`src/hdl/cidacc_pkg.sv`:
```
// Shared constants, codes and helper functions of the card-ID access controller.
package cidacc_pkg;

	localparam int MAX_IDS     = 5;
	localparam int ID_CHARS    = 10;
	localparam int TIMER_WIDTH = 16;

	localparam int IDX_W = (MAX_IDS > 1) ? $clog2(MAX_IDS) : 1;
	localparam int CNT_W = $clog2(MAX_IDS + 1);
	localparam int CH_W  = (ID_CHARS > 1) ? $clog2(ID_CHARS) : 1;
	localparam int LEN_W = $clog2(ID_CHARS + 1);
	localparam int TBL_DEPTH = MAX_IDS * ID_CHARS;
	localparam int TA_W  = (TBL_DEPTH > 1) ? $clog2(TBL_DEPTH) : 1;
	localparam int N_DEF = (MAX_IDS < 2) ? MAX_IDS : 2;

	localparam logic [7:0] CHAR_DOLLAR = 8'h24;

	typedef enum logic [2:0] {
		M_IDLE = 3'd0,
		M_WAIT = 3'd1,
		M_NEW  = 3'd2,
		M_SESS = 3'd3,
		M_FAIL = 3'd4,
		M_OK   = 3'd5
	} mode_t;

	typedef enum logic [1:0] {
		OP_CHAR   = 2'd0,
		OP_BUTTON = 2'd1,
		OP_TICK   = 2'd2,
		OP_NONE   = 2'd3
	} op_t;

	localparam logic [2:0] EV_NONE     = 3'd0;
	localparam logic [2:0] EV_VALID    = 3'd1;
	localparam logic [2:0] EV_INVALID  = 3'd2;
	localparam logic [2:0] EV_ENROLLED = 3'd3;
	localparam logic [2:0] EV_EXISTS   = 3'd4;
	localparam logic [2:0] EV_BAD_LEN  = 3'd5;
	localparam logic [2:0] EV_FULL     = 3'd6;
	localparam logic [2:0] EV_LOCKED   = 3'd7;

	localparam logic [2:0] DISP_IDLE     = 3'd0;
	localparam logic [2:0] DISP_VALID    = 3'd1;
	localparam logic [2:0] DISP_INSERT   = 3'd2;
	localparam logic [2:0] DISP_ENROLLED = 3'd4;
	localparam logic [2:0] DISP_EXISTS   = 3'd5;
	localparam logic [2:0] DISP_ERROR    = 3'd6;

	localparam logic [1:0] REG_WAIT_TICKS     = 2'd0;
	localparam logic [1:0] REG_SESSION_TICKS  = 2'd1;
	localparam logic [1:0] REG_ANNOUNCE_TICKS = 2'd2;

	// Default IDs, zero padded to the widest ID length.
	localparam logic [7:0] DEF_IDS [2][16] = '{
		'{8'h31, 8'h32, 8'h33, 8'h34, 8'h35, 8'h61, 8'h64, 8'h6d, 8'h69, 8'h6e,
		  8'h00, 8'h00, 8'h00, 8'h00, 8'h00, 8'h00},
		'{8'h31, 8'h32, 8'h33, 8'h34, 8'h35, 8'h61, 8'h61, 8'h61, 8'h61, 8'h61,
		  8'h00, 8'h00, 8'h00, 8'h00, 8'h00, 8'h00}
	};

	function automatic logic [7:0] def_char(input logic [IDX_W-1:0] e,
			input logic [CH_W-1:0] c);
		return DEF_IDS[e[0]][4'(c)];
	endfunction

	// Table RAM address of character c of entry e.
	function automatic logic [TA_W-1:0] tbl_addr(input logic [IDX_W-1:0] e,
			input logic [CH_W-1:0] c);
		return TA_W'(32'(e) * ID_CHARS) + TA_W'(c);
	endfunction

endpackage

```
`src/hdl/cidacc_ram.sv`:
```
// Generic simple dual-port RAM with one write port and a registered read port.
module cidacc_ram #(
	parameter int WIDTH = 8,
	parameter int DEPTH = 16,
	localparam int AW = (DEPTH > 1) ? $clog2(DEPTH) : 1
) (
	input  logic             clk,
	input  logic             we,
	input  logic [AW-1:0]    waddr,
	input  logic [WIDTH-1:0] wdata,
	input  logic [AW-1:0]    raddr,
	output logic [WIDTH-1:0] rdata
);

	logic [WIDTH-1:0] mem_q [DEPTH];
	logic [WIDTH-1:0] rdata_q;

	always_ff @(posedge clk) begin
		if (we) begin
			mem_q[waddr] <= wdata;
		end
		rdata_q <= mem_q[raddr];
	end

	assign rdata = rdata_q;

endmodule

```
`src/hdl/card_id_access_and_enroll_fsm_top.sv`:
```
// Card-ID access controller: sequencer, ID buffer and ID table RAMs, configuration port.
// A request that needs no table search goes through the execute and done states.
// A completed ID in card-wait or an enroll press walks the ID table RAM one character per
// cycle, and a newly enrolled ID is then copied from the ID buffer into the table.
// Throughput: one request at a time; the next is accepted the cycle after the result is loaded.
// Reset: an init pass writes the two default IDs into the table; requests stall meanwhile.
module card_id_access_and_enroll_fsm_top
	import cidacc_pkg::*;
(
	input  logic        clk,
	input  logic        arst_n,
	input  logic        req_valid,
	output logic        req_stall,
	input  logic [1:0]  operation,
	input  logic [7:0]  rx_char,
	output logic        res_valid,
	input  logic        res_stall,
	output logic [2:0]  mode,
	output logic [2:0]  disp_msg,
	output logic        display_update,
	output logic        reader_select,
	output logic        admin_session,
	output logic [2:0]  event_res,
	output logic        echo_valid,
	output logic [7:0]  echo_char,
	output logic [2:0]  stored_ids,
	input  logic        psel,
	input  logic        penable,
	input  logic        pwrite,
	input  logic [3:0]  paddr,
	input  logic [31:0] pwdata,
	output logic [31:0] prdata,
	output logic        pready
);

	typedef enum logic [2:0] {
		S_INIT,
		S_IDLE,
		S_EXEC,
		S_SCAN,
		S_COPY,
		S_FIN,
		S_DONE
	} seq_t;

	seq_t st_q;

	// Configuration registers.
	logic [15:0] wait_ticks_q, sess_ticks_q, ann_ticks_q;

	// Architectural state.
	mode_t                  mode_q;
	logic                   admin_q, cap_q, trun_q;
	logic [LEN_W-1:0]       len_q;
	logic [CNT_W-1:0]       cnt_q;
	logic [TIMER_WIDTH-1:0] tmr_q;
	logic [2:0]             disp_q;

	// Per-request result.
	logic [2:0] ev_q;
	logic       upd_q, echo_v_q;
	logic [7:0] echo_c_q;

	// Latched request.
	op_t        op_q;
	logic [7:0] char_q;

	// Table walk.
	logic [IDX_W-1:0] si_q, si_s1;
	logic [CH_W-1:0]  sj_q, sj_s1;
	logic             iss_done_q, rv_s1, mis_q, found_q, hit0_q;

	// Output register.
	logic       out_valid_q;
	mode_t      out_mode_q;
	logic [2:0] out_disp_q, out_ev_q, out_ids_q;
	logic       out_upd_q, out_admin_q, out_echo_v_q;
	logic [7:0] out_echo_c_q;

	// RAM ports.
	logic             buf_we;
	logic [CH_W-1:0]  buf_waddr;
	logic [7:0]       buf_rdata;
	logic             tbl_we;
	logic [TA_W-1:0]  tbl_waddr, tbl_raddr;
	logic [7:0]       tbl_wdata, tbl_rdata;

	logic             cfg_wr, cap_mode, cap_wr, issue_on, last_char_iss, last_ent_iss;
	logic             cmp_eq, cmp_mis;
	logic [LEN_W-1:0] len_inc;

	assign cfg_wr   = psel && penable && pwrite;
	assign pready   = 1'b1;
	assign cap_mode = (mode_q == M_WAIT) || (mode_q == M_NEW);
	assign cap_wr   = (st_q == S_EXEC) && (op_q == OP_CHAR) && cap_mode
		&& (char_q != CHAR_DOLLAR) && cap_q && (len_q < LEN_W'(ID_CHARS));
	assign len_inc  = len_q + LEN_W'(1);

	assign issue_on      = ((st_q == S_SCAN) || (st_q == S_COPY)) && !iss_done_q;
	assign last_char_iss = (sj_q == CH_W'(ID_CHARS - 1));
	assign last_ent_iss  = (CNT_W'(si_q) == cnt_q - CNT_W'(1));
	assign cmp_eq        = (tbl_rdata == buf_rdata);
	assign cmp_mis       = mis_q || !cmp_eq;

	assign buf_we    = cap_wr;
	assign buf_waddr = len_q[CH_W-1:0];
	assign tbl_raddr = tbl_addr(si_q, sj_q);

	always_comb begin
		if (st_q == S_INIT) begin
			tbl_we    = 1'b1;
			tbl_waddr = tbl_addr(si_q, sj_q);
			tbl_wdata = def_char(si_q, sj_q);
		end else begin
			tbl_we    = (st_q == S_COPY) && rv_s1;
			tbl_waddr = tbl_addr(IDX_W'(cnt_q), sj_s1);
			tbl_wdata = buf_rdata;
		end
	end

	cidacc_ram #(.WIDTH(8), .DEPTH(ID_CHARS)) u_buf_ram (
		.clk   (clk),
		.we    (buf_we),
		.waddr (buf_waddr),
		.wdata (char_q),
		.raddr (sj_q),
		.rdata (buf_rdata)
	);

	cidacc_ram #(.WIDTH(8), .DEPTH(TBL_DEPTH)) u_tbl_ram (
		.clk   (clk),
		.we    (tbl_we),
		.waddr (tbl_waddr),
		.wdata (tbl_wdata),
		.raddr (tbl_raddr),
		.rdata (tbl_rdata)
	);

	always_comb begin
		unique case (paddr[3:2])
			REG_WAIT_TICKS:     prdata = {16'd0, wait_ticks_q};
			REG_SESSION_TICKS:  prdata = {16'd0, sess_ticks_q};
			REG_ANNOUNCE_TICKS: prdata = {16'd0, ann_ticks_q};
			default:            prdata = 32'd0;
		endcase
	end

	always_ff @(posedge clk or negedge arst_n) begin
		if (!arst_n) begin
			wait_ticks_q <= 16'd1000;
			sess_ticks_q <= 16'd3000;
			ann_ticks_q  <= 16'd2000;
		end else if (cfg_wr) begin
			unique case (paddr[3:2])
				REG_WAIT_TICKS:     wait_ticks_q <= pwdata[15:0];
				REG_SESSION_TICKS:  sess_ticks_q <= pwdata[15:0];
				REG_ANNOUNCE_TICKS: ann_ticks_q  <= pwdata[15:0];
				default: ;
			endcase
		end
	end

	// Read stage of the table walk: issue pointers are registered to line up with the registered RAM read at the compare.
	always_ff @(posedge clk) begin
		si_s1 <= si_q;
		sj_s1 <= sj_q;
	end

	always_ff @(posedge clk or negedge arst_n) begin
		if (!arst_n) begin
			st_q        <= S_INIT;
			mode_q      <= M_IDLE;
			admin_q     <= 1'b0;
			cap_q       <= 1'b0;
			trun_q      <= 1'b0;
			len_q       <= '0;
			cnt_q       <= CNT_W'(N_DEF);
			tmr_q       <= '0;
			disp_q      <= DISP_IDLE;
			ev_q        <= EV_NONE;
			upd_q       <= 1'b0;
			echo_v_q    <= 1'b0;
			echo_c_q    <= 8'd0;
			op_q        <= OP_NONE;
			char_q      <= 8'd0;
			si_q        <= '0;
			sj_q        <= '0;
			iss_done_q  <= 1'b0;
			rv_s1       <= 1'b0;
			mis_q       <= 1'b0;
			found_q     <= 1'b0;
			hit0_q      <= 1'b0;
			out_valid_q <= 1'b0;
		end else begin
			rv_s1 <= issue_on;
			if (out_valid_q && !res_stall && (st_q != S_DONE)) begin
				out_valid_q <= 1'b0;
			end

			if (issue_on) begin
				if (last_char_iss) begin
					sj_q <= '0;
					if ((st_q == S_COPY) || last_ent_iss) begin
						iss_done_q <= 1'b1;
					end else begin
						si_q <= si_q + IDX_W'(1);
					end
				end else begin
					sj_q <= sj_q + CH_W'(1);
				end
			end

			unique case (st_q)
				S_INIT: begin
					if (last_char_iss) begin
						sj_q <= '0;
						if (32'(si_q) == N_DEF - 1) begin
							st_q <= S_IDLE;
						end else begin
							si_q <= si_q + IDX_W'(1);
						end
					end else begin
						sj_q <= sj_q + CH_W'(1);
					end
				end

				S_IDLE: begin
					if (req_valid) begin
						op_q   <= op_t'(operation);
						char_q <= rx_char;
						st_q   <= S_EXEC;
					end
				end

				S_EXEC: begin
					ev_q       <= EV_NONE;
					upd_q      <= 1'b0;
					echo_v_q   <= 1'b0;
					echo_c_q   <= 8'd0;
					st_q       <= S_DONE;
					si_q       <= '0;
					sj_q       <= '0;
					iss_done_q <= 1'b0;
					mis_q      <= 1'b0;
					found_q    <= 1'b0;
					hit0_q     <= 1'b0;
					unique case (op_q)
						OP_CHAR: begin
							if (cap_mode) begin
								if (char_q == CHAR_DOLLAR) begin
									len_q    <= '0;
									cap_q    <= 1'b1;
									echo_v_q <= 1'b1;
									echo_c_q <= char_q;
									if (mode_q == M_WAIT) begin
										trun_q <= 1'b0;
									end
								end else if (cap_q) begin
									if (cap_wr) begin
										echo_v_q <= 1'b1;
										echo_c_q <= char_q;
										len_q    <= len_inc;
									end
									// A full ID in card-wait goes to the table lookup.
									if ((mode_q == M_WAIT)
										&& ((cap_wr ? len_inc : len_q)
										== LEN_W'(ID_CHARS))) begin
										cap_q <= 1'b0;
										st_q  <= (cnt_q == '0) ? S_FIN : S_SCAN;
									end
								end
							end
						end

						OP_BUTTON: begin
							if (mode_q == M_IDLE) begin
								mode_q <= M_WAIT;
								tmr_q  <= TIMER_WIDTH'(wait_ticks_q);
								trun_q <= 1'b1;
							end else if ((mode_q == M_SESS) && admin_q) begin
								trun_q <= 1'b0;
								mode_q <= M_NEW;
								disp_q <= DISP_INSERT;
								upd_q  <= 1'b1;
							end else if (mode_q == M_NEW) begin
								if (len_q == '0) begin
									cap_q   <= 1'b0;
									admin_q <= 1'b0;
									mode_q  <= M_IDLE;
									trun_q  <= 1'b0;
									ev_q    <= EV_LOCKED;
									disp_q  <= DISP_IDLE;
									upd_q   <= 1'b1;
								end else if (len_q == LEN_W'(ID_CHARS)) begin
									st_q <= (cnt_q == '0) ? S_FIN : S_SCAN;
								end else begin
									mode_q <= M_FAIL;
									disp_q <= DISP_ERROR;
									upd_q  <= 1'b1;
									ev_q   <= EV_BAD_LEN;
									tmr_q  <= TIMER_WIDTH'(ann_ticks_q);
									trun_q <= 1'b1;
								end
							end else if (mode_q != M_FAIL) begin
								cap_q   <= 1'b0;
								admin_q <= 1'b0;
								mode_q  <= M_IDLE;
								trun_q  <= 1'b0;
								ev_q    <= EV_LOCKED;
								disp_q  <= DISP_IDLE;
								upd_q   <= 1'b1;
							end
						end

						OP_TICK: begin
							if (trun_q) begin
								if (tmr_q > TIMER_WIDTH'(1)) begin
									tmr_q <= tmr_q - TIMER_WIDTH'(1);
								end else begin
									tmr_q  <= '0;
									trun_q <= 1'b0;
									case (mode_q) inside
										M_WAIT, M_SESS, M_OK: begin
											cap_q   <= 1'b0;
											admin_q <= 1'b0;
											mode_q  <= M_IDLE;
											ev_q    <= EV_LOCKED;
											// A card-wait timeout leaves the display alone.
											if (mode_q != M_WAIT) begin
												disp_q <= DISP_IDLE;
												upd_q  <= 1'b1;
											end
										end
										M_FAIL: begin
											len_q  <= '0;
											disp_q <= DISP_INSERT;
											upd_q  <= 1'b1;
											cap_q  <= 1'b0;
											mode_q <= M_NEW;
										end
										default: ;
									endcase
								end
							end
						end

						default: ;
					endcase
				end

				S_SCAN: begin
					if (rv_s1) begin
						if (sj_s1 == CH_W'(ID_CHARS - 1)) begin
							mis_q <= 1'b0;
							if (!cmp_mis) begin
								found_q <= 1'b1;
								hit0_q  <= (si_s1 == '0);
								st_q    <= S_FIN;
							end else if (CNT_W'(si_s1) == cnt_q - CNT_W'(1)) begin
								st_q <= S_FIN;
							end
						end else begin
							mis_q <= cmp_mis;
						end
					end
				end

				S_FIN: begin
					st_q <= S_DONE;
					if (mode_q == M_WAIT) begin
						if (found_q) begin
							disp_q <= DISP_VALID;
							upd_q  <= 1'b1;
							if (hit0_q) begin
								admin_q <= 1'b1;
							end
							tmr_q  <= TIMER_WIDTH'(sess_ticks_q);
							trun_q <= 1'b1;
							mode_q <= M_SESS;
							ev_q   <= EV_VALID;
						end else begin
							ev_q <= EV_INVALID;
						end
					end else begin
						tmr_q  <= TIMER_WIDTH'(ann_ticks_q);
						trun_q <= 1'b1;
						if (found_q) begin
							mode_q <= M_FAIL;
							disp_q <= DISP_EXISTS;
							upd_q  <= 1'b1;
							ev_q   <= EV_EXISTS;
						end else if (cnt_q >= CNT_W'(MAX_IDS)) begin
							mode_q <= M_FAIL;
							disp_q <= DISP_ERROR;
							upd_q  <= 1'b1;
							ev_q   <= EV_FULL;
						end else begin
							si_q       <= '0;
							sj_q       <= '0;
							iss_done_q <= 1'b0;
							st_q       <= S_COPY;
						end
					end
				end

				S_COPY: begin
					if (rv_s1 && (sj_s1 == CH_W'(ID_CHARS - 1))) begin
						cnt_q  <= cnt_q + CNT_W'(1);
						mode_q <= M_OK;
						disp_q <= DISP_ENROLLED;
						upd_q  <= 1'b1;
						ev_q   <= EV_ENROLLED;
						st_q   <= S_DONE;
					end
				end

				S_DONE: begin
					if (!out_valid_q || !res_stall) begin
						out_valid_q <= 1'b1;
						st_q        <= S_IDLE;
					end
				end

				default: st_q <= S_IDLE;
			endcase
		end
	end

	always_ff @(posedge clk) begin
		if ((st_q == S_DONE) && (!out_valid_q || !res_stall)) begin
			out_mode_q   <= mode_q;
			out_disp_q   <= disp_q;
			out_upd_q    <= upd_q;
			out_admin_q  <= admin_q;
			out_ev_q     <= ev_q;
			out_echo_v_q <= echo_v_q;
			out_echo_c_q <= echo_c_q;
			out_ids_q    <= 3'(cnt_q);
		end
	end

	assign req_stall      = (st_q != S_IDLE);
	assign res_valid      = out_valid_q;
	assign mode           = out_mode_q;
	assign disp_msg       = out_disp_q;
	assign display_update = out_upd_q;
	assign reader_select  = (out_mode_q != M_IDLE);
	assign admin_session  = out_admin_q;
	assign event_res      = out_ev_q;
	assign echo_valid     = out_echo_v_q;
	assign echo_char      = out_echo_c_q;
	assign stored_ids     = out_ids_q;

`ifndef ASSERT_OFF
	a_admin_not_idle: assert property (@(posedge clk) disable iff (!arst_n)
		admin_q |-> (mode_q != M_IDLE))
		else $error("admin session open while idle");

	// The announce timer starts before the new ID is copied, while the mode is still new-card.
	a_timer_mode: assert property (@(posedge clk) disable iff (!arst_n)
		(trun_q && (st_q != S_COPY)) |-> ((mode_q != M_IDLE) && (mode_q != M_NEW)))
		else $error("timer running in idle or new-card mode");

	a_bounds: assert property (@(posedge clk) disable iff (!arst_n)
		(cnt_q <= CNT_W'(MAX_IDS)) && (len_q <= LEN_W'(ID_CHARS)))
		else $error("ID count or ID length out of range");

	a_no_write_in_scan: assert property (@(posedge clk) disable iff (!arst_n)
		(st_q == S_SCAN) |-> !tbl_we)
		else $error("table written during lookup");

	a_accept_exec: assert property (@(posedge clk) disable iff (!arst_n)
		(req_valid && !req_stall) |=> (st_q == S_EXEC))
		else $error("accepted request not executed");
`endif

endmodule

```
`config.mk`:
```
export PLATFORM = sky130hd
export DESIGN_NAME = card_id_access_and_enroll_fsm_top
export DESIGN_NICKNAME = d
export VERILOG_FILES = /design/src/hdl/cidacc_pkg.sv /design/src/hdl/cidacc_ram.sv /design/src/hdl/card_id_access_and_enroll_fsm_top.sv
export SDC_FILE = /design/constraint.sdc
export NUM_CORES = 1
export LEC_CHECK = 0
export BUFFER_PORTS_ARGS = -buffer_cell sky130_fd_sc_hd__buf_2
export CELL_PAD_IN_SITES_DETAIL_PLACEMENT = 1
export CELL_PAD_IN_SITES_GLOBAL_PLACEMENT = 1
export CORE_UTILIZATION = 57
export CTS_CLUSTER_DIAMETER = 200
export DETAILED_ROUTE_END_ITERATION = 8
export PLACE_DENSITY = 0.87
export SLEW_MARGIN = 20
export SYNTH_ARGS = -nofsm -noshare
export SYNTH_HDL_FRONTEND = slang
export SYNTH_SLANG_ARGS = --single-unit
```
`constraint.sdc`:
```
create_clock -name clk -period 8.95 [get_ports clk]
set_clock_uncertainty 0.2 [all_clocks]
set_input_delay 0.4475 -clock clk [delete_from_list [all_inputs] [get_ports clk]]
set_output_delay 0.4475 -clock clk [all_outputs]
set_load 0.05 [all_outputs]
```
### Yosys cells after proc, flatten, opt, wreduce, memory -nomap -nowiden

Memory sizes are Yosys's and may differ from the RTL's. A register that Yosys moved wholly into a read port is not among the register bits.
Cells that the tools add are included.

| storage, ports and cells | value |
|---|---|
| memory bits (read-only) | 0 |
| input port bits | 53 |
| latch bits | 0 |
| memory bits (writable) | 480 |
| output and inout bits | 59 |
| bits in registers | 149 |
| memories kept | 2 |
| logic and storage cells | 391 |

| cells by class | value |
|---|---|
| equal/unequal tests | 77 |
| bitwise operators | 2 |
| divide/modulo/power cells | 0 |
| multiply operators | 2 |
| reductions and logical operators | 55 |
| muxes and demuxes | 204 |
| $lt $le $gt $ge | 5 |
| $add $sub $neg | 8 |
| shift operators | 0 |

Memory list:

| name | depth | width | rd ports | clocked after memory_dff | wr ports | line | RTL |
|---|---|---|---|---|---|---|---|
| u_tbl_ram.mem_q | 50 | 8 | 1 | 1 | 1 | cidacc_ram.sv:15 | `logic [WIDTH-1:0] mem_q [DEPTH];` |
| u_buf_ram.mem_q | 10 | 8 | 1 | 1 | 1 | cidacc_ram.sv:15 |  |

Operators by type and width:

| operator | number |
|---|---|
| two-way mux 128 bit | 2 |
| two-way mux 3 bit | 68 |
| two-way mux 16 bit | 9 |
| two-way mux 75 bit | 1 |
| two-way mux 1 bit | 72 |
| two-way mux 8 bit | 8 |
| one-hot mux 16 bit (2 select lines) | 2 |
| two-way mux 4 bit | 13 |
| one-hot mux 16 bit (3 select lines) | 1 |
| inequality test 3 bit, second input constant | 13 |
| inequality test 4 bit, second input constant | 9 |
| one-hot mux 3 bit (3 select lines) | 4 |
| binary-select mux 8 bit (select 4 bit) | 1 |
| AND reduction 8 bit | 4 |
| inequality test 2 bit, second input constant | 15 |
| one-hot mux 3 bit (2 select lines) | 4 |
| AND reduction 12 bit | 2 |
| one-hot mux 3 bit (7 select lines) | 1 |
| AND reduction 10 bit | 2 |
| == test 4 bit, second input constant | 4 |
| > comparator 16 x 1 -> 1 bit, second input constant | 1 |
| one-hot mux 1 bit (2 select lines) | 8 |
| subtractor 16 x 1 -> 16 bit, second input constant | 1 |
| == test 3 bit, second input constant | 5 |
| 43 further kinds | 103 |

### Logic depth before layout (Yosys ltp)

| depth | value |
|---|---|
| depth after elaboration | 15 |
| gate-level depth with buffers | 11 |

### By module

Synthesis repeated with hierarchy kept, for this count alone.

| second synthesis, totals | value |
|---|---|
| cells, all modules | 2002 |
| area total of the unflattened synthesis | 28388.5 sq um |

Modules (own cells, without submodules):

| module | sequential area each (sq um) | cells each | area an instance (sq um) | instances |
|---|---|---|---|---|
| cidacc_ram (u_tbl_ram) | 12171.7 | 905 | 16140.5 | 1 |
| card_id_access_and_enroll_fsm_top | 3836.2 | 908 | 8846.0 | 1 |
| cidacc_ram (u_buf_ram) | 2562.5 | 189 | 3402.0 | 1 |

### Worst setup path before layout

No wires, ideal clock.

| path | value |
|---|---|
| kind | flip-flop to flip-flop |
| from | register sj_q[0] |
| to | memory u_tbl_ram.mem_q[0][1] (data pin) |
| setup slack | 4034 ps |
| data arrival time | 4107 ps |
| data required time | 8141 ps |
| cell stages (with the launch flop) | 11 |
| cells stage by stage | dfrtp_1 > buf_4 > buf_4 > buf_4 > buf_4 > buf_4 > inv_1 > ha_1 > nor2b_1 > a31oi_1 > o31ai_1 |

| on the way | value |
|---|---|
| cells in the longest elaborated chain, start to end | 5 |

Ends and longest elaborated chain:

| what | line | RTL |
|---|---|---|
| start, declared | card_id_access_and_enroll_fsm_top.sv:70 | `logic [CH_W-1:0] sj_q, sj_s1;` |
| start signal, assigned | card_id_access_and_enroll_fsm_top.sv:209 | `sj_q <= sj_q + CH_W'(1);` |
| start signal, assigned | card_id_access_and_enroll_fsm_top.sv:223 | `sj_q <= sj_q + CH_W'(1);` |
| NOT 4 -> 5 bit (implied by the code) | cidacc_pkg.sv:64 | `return DEF_IDS[e[0]][4'(c)];` |
| binary-select mux 8 bit (select 4 bit) | cidacc_pkg.sv:64 |  |
| two-way mux 8 bit (implied by the code) (2 in a row) | cidacc_pkg.sv:64 |  |
| two-way mux 8 bit | card_id_access_and_enroll_fsm_top.sv:110 | `if (st_q == S_INIT) begin` |
| net tbl_wdata[1] | card_id_access_and_enroll_fsm_top.sv:86 | `logic [7:0] tbl_wdata, tbl_rdata;` |
| end, declared | cidacc_ram.sv:15 |  |

The timed path passes the listed nets, and every way through them passes these cells. The select of a mux whose other input is x is not followed.

### Worst setup path after layout

| path | value |
|---|---|
| from | register sj_q[1] |
| to | memory u_tbl_ram.mem_q[7][2] (enable) |

| on the way | value |
|---|---|
| cells in the longest elaborated chain, start to end | 2 |

Ends and longest elaborated chain:

| what | line | RTL |
|---|---|---|
| adder 6 x 4 -> 6 bit | cidacc_pkg.sv:70 | `return TA_W'(32'(e) * ID_CHARS) + TA_W'(c);` |
| two-way mux 6 bit | card_id_access_and_enroll_fsm_top.sv:110 |  |

Every way passes these cells.

==> summary.md <==
| Metric | Value |
|---|---|
| Switch share | 35.5% |
| First-pass GRT wire length | around 120 mm |
| Max cap viols | 0 |
| Yosys reg bits | 645 |
| WP data arrival | 4.73 ns |
| Grt total ovfl | 0 |
| CORE AREA | 47800 um^2 |
| Pwr dens | 335 nW/um^2 |
| RSZ-0062 raised after global routing | no |
| Initial antenna violation count | 0 |
| Syn Inst Count | 1762 |
| Outcome | finished, final reports clean |
| Dpl cell area | 28800 um^2 |
| Gate power share | 31.9% |
| Post-route cell area | 31200 um^2 |
| Synthesized area per cell | approximately 16 um^2 |
| CP max stage delay | between 1 and 1.5 ns |
| Maximum clock frequency | between 200 and 250 MHz |
| Max Fanout on Critical Path | 13 |
| Worst setup path category | flip-flop to flip-flop |
| Slew Viols, Final | 0 |
| Worst skew pair latency | ~0.6 ns |
| Average wire per standard cell | 30.4 um |
| Ant. Diodes | 0 |
| EDFF count, synth | 503 |
| CTS Buf Count | 67 |
| P_leak | 11.0 nW |
| Syn. warnings | 0 |
| Register area share after synthesis | between 60% and 70% |
| Vias in the first global route | roughly 18000 |
| Worst setup startpoint | sj_q[1] |
| Worst vdd ir | 213 uV |
| Final Hold Fails | 0 |
| 1st-iter DRT viols | around 1900 |
| Asr flop ratio synth | about 18% |
| GPL Wtd Cong | roughly 0.87 |
| Dpl hpwl | 44.3 mm |
| Slowest cell on crit path | fa_1 |
| PortBufs | 76 |
| Drt pass-1 iters | 6 |
| Sequential Power Share | 42.2% |
| GRT Util Overall | 31.7% |
| Post-CTS Resized | 0 |
| Most used DFF post-synth | edfxtp_1 |
| Worst Tran Pin Value | between 1 and 1.5 ns |
| Post-DRT Antenna Nets | 0 |
| Mapped cell area | 27700 um^2 |
| Switch Pwr | about 0.0037 W |
| Req. time, crit path | 8.97 ns |
| Relative slew slack | 21.6% |
| Die Y | around 220 um |
| RR Startpoint | sj_q[1] |
| Period utilisation layout | 52.7% |
| Layout Nets | roughly 2000 |
| Min Tclk post-route | 4.72 ns |
| Die width | 223 um |
| Starting Density | 58.0% |
| H-Tree Depth | 3 |
| Final WL | 77.1 mm |
| Post-synth cell types | 77 |
| Reg2reg end | u_tbl_ram.mem_q[7][2] |
| Cell row count | 80 |
| Worst setup EP type | flip-flop |
| I/O pin cnt | 112 |
| Internal | 0.00674 W |
| Final setup fails | 0 |
| Commonest cells after routing, fill and taps aside | 503 x edfxtp_1, 134 x nand2_1, 120 x mux4_2 |
| DIE AREA | 49600 um^2 |
| Clk network pwr share | between 20% and 30% |
| Clock Tree Buf Depth | 3 |
| Clock transition at path regs | 0.06 ns |
| Crit path to | u_tbl_ram.mem_q[7][2] |
| Vias per inst | 6.74 |
| Commonest non-fill, non-tap cell in the layout | edfxtp_1 |
| Setup Total Neg Slack | 0 ns |
| Number of remaining DRC errors | 0 |
| Crit path launch type | flip-flop |
| Worst hold-check path type | flip-flop to flip-flop |
| Worst reg-to-reg path cell count | 6 |
| Area Growth Syn to Fin | 12.4% |
| Largest net degree at the start of global routing | just under 70 |
| Clock sinks | 645 |
| Clk root buf | clkbuf_16 |
| R2R Setup Slk | between 4 and 5 ns |
| Via count | 17100 |
| CTS tree | built |
| Share of cells above drive strength 1 | between 20 and 25% |
| CP Cell Sequence | ha_1 > fa_1 > mux2i_1 > nor4_1 > nand2b_1 > nor2_1 |
cells by family after synthesis:
group | after synthesis | share of synthesized area, %
fa+ha+maj | 33 | 1.54
simple gates | 403 | 7.07
xor+xnor | 31 | 0.979
buf+inv | 135 | 2.26
compound gates | 259 | 6.34
flops | 645 | 66.9
mux | 254 | 14.8
other cells | 2 | 0.0271
synthesized netlist by cell type, types with 23 or more instances:
master / instances / area, um^2
mux2_2: 58 / 653
dfrtp_1: 97 / 2430
o21ai_0: 64 / 320
buf_4: 24 / 180
a21oi_1: 44 / 220
ha_1: 31 / 388
nand3_1: 34 / 170
inv_1: 24 / 90.1
mux4_2: 120 / 2700
nand2_1: 134 / 503
edfxtp_1: 503 / 15100
dfxtp_1: 23 / 460
mux2i_1: 74 / 741
clkbuf_1: 64 / 240
nor2_1: 94 / 353
per-layer routing:
layer | up-vias | share of wire [%] | GRT usage (%)
li1 | 7078 | - | -
met1 | 8982 | 40 | 42.4
met2 | 852 | 50 | 52.7
met3 | 185 | 6.4 | 4.65
met4 | 0 | 3.5 | 13.0
met5 | - | 0 | 0
sequential cells by signal, summed over array words and instances, names as in the netlist, 4 cells and up:
name	flops
u_tbl_ram.mem_q	400
u_buf_ram.mem_q	80
ann_ticks_q	16
sess_ticks_q	16
tmr_q	16
wait_ticks_q	16
char_q	8
echo_c_q	8
echo_char	8
u_buf_ram.rdata	8
u_tbl_ram.rdata	8
buf_waddr	4
sj_q	4
sj_s1	4
power by group through the flow:
stage	registers, W	clock network, W	logic (W)
floorplan	0.00432	0	0.00220
global placement	0.00441	0	0.00298
detailed placement	0.00445	0	0.00318
CTS	0.00440	0.00271	0.00327
global route	0.00444	0.00282	0.00352
finish	0.00441	0.00271	0.00334
critical path, delay by kind of cell (launching register included):
kind / cells / cell delay (ns)
multiplexers: 1 / 0.40
flip-flops: 1 / 0.59
AND/OR/NAND/NOR: 3 / 1.75
adder cells (fa/ha/maj): 2 / 1.38
timing repair:
item	CTS	global route
hold endpoints to repair	102	0
hold buffers	28	0
buffers inserted	0	0
through the flow:
| stage | utilization [%] | total power [W] | worst slack (ns) | hold WS (ns) | cells |
|---|---|---|---|---|---|
| floorplan | - | 0.00652 | 4.03 | -0.0481 | 1777 |
| global route | 65.2 | 0.0108 | 4.14 | 0.268 | 2537 |
| global placement | 60.1 | 0.00739 | 4.73 | 0.229 | 2386 |
| finish | 65.2 | 0.0105 | 4.23 | 0.252 | 2537 |
| detailed placement | 60.1 | 0.00763 | 4.46 | 0.234 | 2386 |
| CTS | 65.1 | 0.0104 | 4.37 | 0.240 | 2536 |
layout make-up:
type / instances / area [um^2]
Timing Repair Buffer: 134 / 908
Sequential cell: 645 / 18600
Clock inverter: 37 / 240
Inverter: 24 / 90.1
Multi-Input combinational cell: 997 / 8760
Clock buffer: 85 / 1850
Fill cell: 4209 / 16700
Tap cell: 615 / 769
how the worst min path moves through the flow:
stage / start / end / slack [ns] / cells after the start
final: disp_q[1] / disp_msg[1] / 0.25 / 0
after global routing: disp_q[1] / disp_msg[1] / 0.27 / 0
after CTS: req_valid / st_q[1] / 0.24 / 5
after detailed placement: disp_q[2] / disp_msg[2] / 0.23 / 0
after global placement: disp_q[1] / disp_msg[1] / 0.23 / 0
after floorplan: arst_n / admin_q / -0.05 / 0
(Power assumes the default switching activity.)
